--- src/qslp_pkg.sv ---
`default_nettype none
// Shared types, constants and the arctangent table for the quaternion interpolator.
package qslp_pkg;

	localparam int FRAC_BITS_DEF   = 30;
	localparam int QUEUE_DEPTH_DEF = 4;
	localparam int CORDIC_STEPS    = 31;
	localparam int DIV_STEPS       = 46;

	localparam logic [31:0] PI30       = 32'd3373259426;
	localparam logic [31:0] HALF_PI30  = 32'd1686629713;
	localparam logic [31:0] INV_GAIN30 = 32'd652032874;
	localparam logic [30:0] ONE30      = 31'h4000_0000;

	localparam logic        RESET_ADJUST_SIGN = 1'b1;
	localparam logic [30:0] RESET_THRESHOLD   = 31'd107374;

	localparam logic [7:0] REG_ADJUST_SIGN      = 8'd0;
	localparam logic [7:0] REG_LINEAR_THRESHOLD = 8'd1;

	typedef struct packed {
		logic signed [31:0] from_c0;
		logic signed [31:0] from_c1;
		logic signed [31:0] from_c2;
		logic signed [31:0] from_c3;
		logic signed [31:0] to_c0;
		logic signed [31:0] to_c1;
		logic signed [31:0] to_c2;
		logic signed [31:0] to_c3;
		logic [30:0]        interp_fraction;
	} in_word_t;

	typedef struct packed {
		logic signed [31:0] res_c0;
		logic signed [31:0] res_c1;
		logic signed [31:0] res_c2;
		logic signed [31:0] res_c3;
		logic               used_linear;
	} out_word_t;

	typedef struct packed {
		logic [7:0]  index;
		logic [31:0] value;
	} cfg_word_t;

	typedef struct packed {
		logic [3:0][31:0] p;
		logic [3:0][32:0] q;
		logic [30:0]      t30;
		logic [31:0]      d30;
		logic             cand;
	} qentry_t;

	function automatic logic [31:0] atan_c(input int i);
		logic [31:0] v;
		case (i)
			0:  v = 32'd843314857;
			1:  v = 32'd497837829;
			2:  v = 32'd263043837;
			3:  v = 32'd133525159;
			4:  v = 32'd67021687;
			5:  v = 32'd33543516;
			6:  v = 32'd16775851;
			7:  v = 32'd8388437;
			8:  v = 32'd4194283;
			9:  v = 32'd2097149;
			10: v = 32'd1048575;
			default: v = 32'(1) << (30 - i);
		endcase
		return v;
	endfunction

endpackage
`default_nettype wire

--- src/qslp_queue.sv ---
`default_nettype none
// Short register queue between the front end and the interpolation pipeline.
module qslp_queue #(
	parameter int DEPTH = qslp_pkg::QUEUE_DEPTH_DEF
) (
	input  logic              clk,
	input  logic              arst_n,
	input  logic              push,
	input  qslp_pkg::qentry_t push_data,
	output logic              full,
	input  logic              pop,
	output logic              empty,
	output qslp_pkg::qentry_t head
);
	import qslp_pkg::*;

	localparam int IW = $clog2(DEPTH);
	localparam int CW = $clog2(DEPTH + 1);

	qentry_t         mem_q [DEPTH];
	logic [IW-1:0]   wr_q, rd_q;
	logic [CW-1:0]   cnt_q;

	assign full  = cnt_q == CW'(DEPTH);
	assign empty = cnt_q == '0;
	assign head  = mem_q[rd_q];

	always_ff @(posedge clk) begin
		if (push) begin
			mem_q[wr_q] <= push_data;
		end
	end

	always_ff @(posedge clk or negedge arst_n) begin
		if (!arst_n) begin
			wr_q  <= '0;
			rd_q  <= '0;
			cnt_q <= '0;
		end else begin
			if (push) begin
				wr_q <= (wr_q == IW'(DEPTH - 1)) ? '0 : wr_q + 1'b1;
			end
			if (pop) begin
				rd_q <= (rd_q == IW'(DEPTH - 1)) ? '0 : rd_q + 1'b1;
			end
			if (push && !pop) begin
				cnt_q <= cnt_q + 1'b1;
			end else if (pop && !push) begin
				cnt_q <= cnt_q - 1'b1;
			end
		end
	end

	a_no_overflow: assert property (@(posedge clk) disable iff (!arst_n) !(push && full))
		else $error("queue push while full");
	a_no_underflow: assert property (@(posedge clk) disable iff (!arst_n) !(pop && empty))
		else $error("queue pop while empty");
	a_count_step: assert property (@(posedge clk) disable iff (!arst_n)
		(push && !pop) |=> (cnt_q == $past(cnt_q) + 1'b1))
		else $error("queue count did not advance on push");

endmodule
`default_nettype wire

--- config.mk ---
export PLATFORM = sky130hd
export DESIGN_NAME = qslp_queue
export DESIGN_NICKNAME = d
export VERILOG_FILES = /design/src/qslp_pkg.sv /design/src/qslp_queue.sv
export SDC_FILE = /design/constraint.sdc
export NUM_CORES = 1
export LEC_CHECK = 0
export BUFFER_PORTS_ARGS = -buffer_cell sky130_fd_sc_hd__clkbuf_2
export CORE_ASPECT_RATIO = 1.5
export CORE_UTILIZATION = 55
export CTS_BUF_LIST = sky130_fd_sc_hd__clkbuf_8 sky130_fd_sc_hd__clkbuf_16
export CTS_CLUSTER_DIAMETER = 40
export CTS_CLUSTER_SIZE = 10
export DETAILED_ROUTE_END_ITERATION = 8
export GPL_TIMING_DRIVEN = 0
export PLACE_DENSITY = 0.77
export SLEW_MARGIN = 10
export SYNTH_ARGS = -nofsm -noshare
export SYNTH_HDL_FRONTEND = slang
export SYNTH_SLANG_ARGS = --single-unit
--- constraint.sdc ---
create_clock -name clk -period 13.9 [get_ports clk]
set_clock_uncertainty 0.2 [all_clocks]
set_input_delay 0.695 -clock clk [delete_from_list [all_inputs] [get_ports clk]]
set_output_delay 0.695 -clock clk [all_outputs]
set_load 0.1 [all_outputs]
==> metrics.md <==
| Metric | Value |
|---|---|
| Seq/Total Area, Yosys | 0.8296 |
| RePlAce Congestion | about 0.76 |
| H-tree depth | 4 |
| IO Port Bufs | 653 |
| First-pass GRT wire length | roughly 180000 microns |
| PostCTS Resize Cnt | 0 |
| CP Class | flop to output port |
| Gr ovfl total | 0 |
| Syn Nets | 2064 |
| DRT iter0 DRCs | 2200 |
| Initial antenna violation count | 20 |
| Area Growth Syn to Fin | 27.67% |
| Worst Path Arrival | 3100 ps |
| Core Region | about 85000 sq um |
| Area share of the largest cell type after synthesis | 0.8259 |
| Ratio of cells with drive above 1 in the final layout | 0.4311 |
| Via count | between 20000 and 25000 |
| Syn_area_per_cell | 27.25 sq um |
| Period utilization | 0.2875 |
| Cells after Synth | roughly 1700 |
| CTS Buf Count | around 150 |
| Chip width | approximately 240 microns |
| Placed Cells | approximately 3500 |
| CTS root buf | clkbuf_16 |
| RSZ-0062 raised after global routing | false |
| Most common cell after layout, fill and taps aside | edfxtp_1 |
| Synth area leaders | edfxtp_1, mux4_2, buf_6, dfrtp_1, buf_2 |
| Cts hold-fix bufs | 325 |
| Synthesis Warnings | 0 |
| Worst setup SP type | flop |
| Slew headroom | 0.3814 |
| Sequential Area | just under 40000 sq um |
| Initial Util | 0.5550 |
| WL/cell | 30.32 microns |
| Worst slew pin tran | about 930 ps |
| Max clock buf depth | 3 |
| CP Capture Type | output port |
| Worst min path class | primary input to flop |
| Dpl hpwl | 69290 microns |
| Clk Latency, worst-skew pair | around 740 ps |
| Gr usage total | 0.2860 |
| Num ports | roughly 650 |
| Most frequent cells in the layout | edfxtp_1, clkbuf_2, dlygate4sd3_1, mux4_2, clkbuf_16 |
| Nets | approximately 3200 |
| Vias per cell | between 6 and 7 |
| Min Tclk post-route | roughly 4000 ps |
| Critical path required time | between 10000 and 15000 ps |
| Setup Fix Bufs, Post-CTS | 0 |
| Slew Viols, Final | 0 |
| Final hold vios | 0 |
| Antenna Nets Post-Route | 0 |
| Biggest area consumer among synthesized cells | edfxtp_1 |
| Non-filler instance count after layout | around 4100 |
| Total wire length | approximately 120000 microns |
| Number of global-route vias before repair | between 20000 and 30000 |
| Distinct cells, synth | 19 |
| Clk slew on worst S/H paths | ~50 ps |
| FP Rows | between 100 and 150 |
| Max FO, Critical Path | 10 |
| Multi-input logic area | 7528 sq um |
| Status | finished clean |
| CTS tree | done |
| Setup violators final | 0 |
| CTS sink cnt | about 1300 |
| FF+latch count, synth | 1303 |
| Die height | approximately 360 microns |
| Drt drc | 0 |
| Filler cells | around 4800 |
| Max Fclk | 0.2502 GHz |
| Max cap viols | 0 |
| Drt pass-1 iters | 5 |
| Die area | between 80000 and 90000 sq um |
| Post-Syn Area | ~47000 sq um |
| Largest net degree at the start of global routing | 59 |
## registers in the layout, indices dropped and copies added (netlist names)
signal  cells
wr_q        2
cnt_q       3
mem_q    1296
rd_q        2
## synth_stat cells
master,n
mux4_2,324
nor3_1,1
o21ai_0,2
xor2_1,2
clkbuf_1,7
buf_4,18
buf_6,16
nor3b_1,1
mux2_2,3
fa_1,1
nand2_1,2
edfxtp_1,1296
and2_1,4
ha_1,6
buf_2,31
dfrtp_1,7
nor2_1,3
inv_1,4
xnor2_1,1
## worst max-delay path, cell delays in order (launching register included)
cell      delay [ps]
dfrtp_1          340
buf_2            350
clkbuf_1         740
mux4_2           420
clkbuf_2         500
## layout make-up
type	count	share of cell area
Clock buffer	158	0.06572
Timing Repair Buffer	1009	0.1205
Antenna cell	19	0.0007903
Buffer	72	0.008257
Inverter	4	0.0002496
Tap cell	1130	0.02350
Sequential cell	1303	0.6498
Multi-Input combinational cell	350	0.1251
Clock inverter	29	0.006094
## kinds of logic after synthesis
family | count (synthesis) | synth area share
AOI/OAI and AO/OA | 2 | 0.0002124
buffers and inverters | 76 | 0.01086
muxes | 327 | 0.1556
adders and majority gates | 7 | 0.002018
xor gates and xnor gates | 3 | 0.0005577
and+or+nand+nor | 11 | 0.001195
DFF | 1303 | 0.8296
## final timing paths
check	start	endpoint	slack, ps	cells after the start
max	rd_q[1]$_DFFE_PN0P_	head[40]	9900	4
min	push	wr_q[0]$_DFFE_PN0P_	80	2
max reg2reg	wr_q[0]$_DFFE_PN0P_	mem_q[2][293]$_DFFE_PP_	11260	6
min reg2reg	cnt_q[2]$_DFFE_PN0P_	cnt_q[2]$_DFFE_PN0P_	290	1
max in group asynchronous	arst_n	rd_q[1]$_DFFE_PN0P_	13110	2
min in group asynchronous	arst_n	wr_q[1]$_DFFE_PN0P_	200	2
## per-layer routing
layer  vias up  routed length (microns)  GRT usage
met4         6                     7303     0.1710
met3       403                    11310    0.08154
met2      1647                    64230     0.4839
met1     12704                    40630     0.3191
li1       9850                        -          -
met5         -                       45  0.0005718
## stage by stage
stage	utilization	TNS, ps	setup WS (ps)	cell area, sq um	hold slack, ps
floorplan	-	0	4978	47120	199.4
global placement	0.6102	-914990	-823.1	51800	276.9
detailed placement	0.6188	0	10560	52540	275.4
CTS	0.7080	0	9753	60110	23.14
global route	0.7085	0	9710	60160	83.66
finish	0.7086	0	9903	60160	78.16
Power is not shown: default switching activity piles up to over one toggle a cycle in this logic, so the estimate is an artifact.
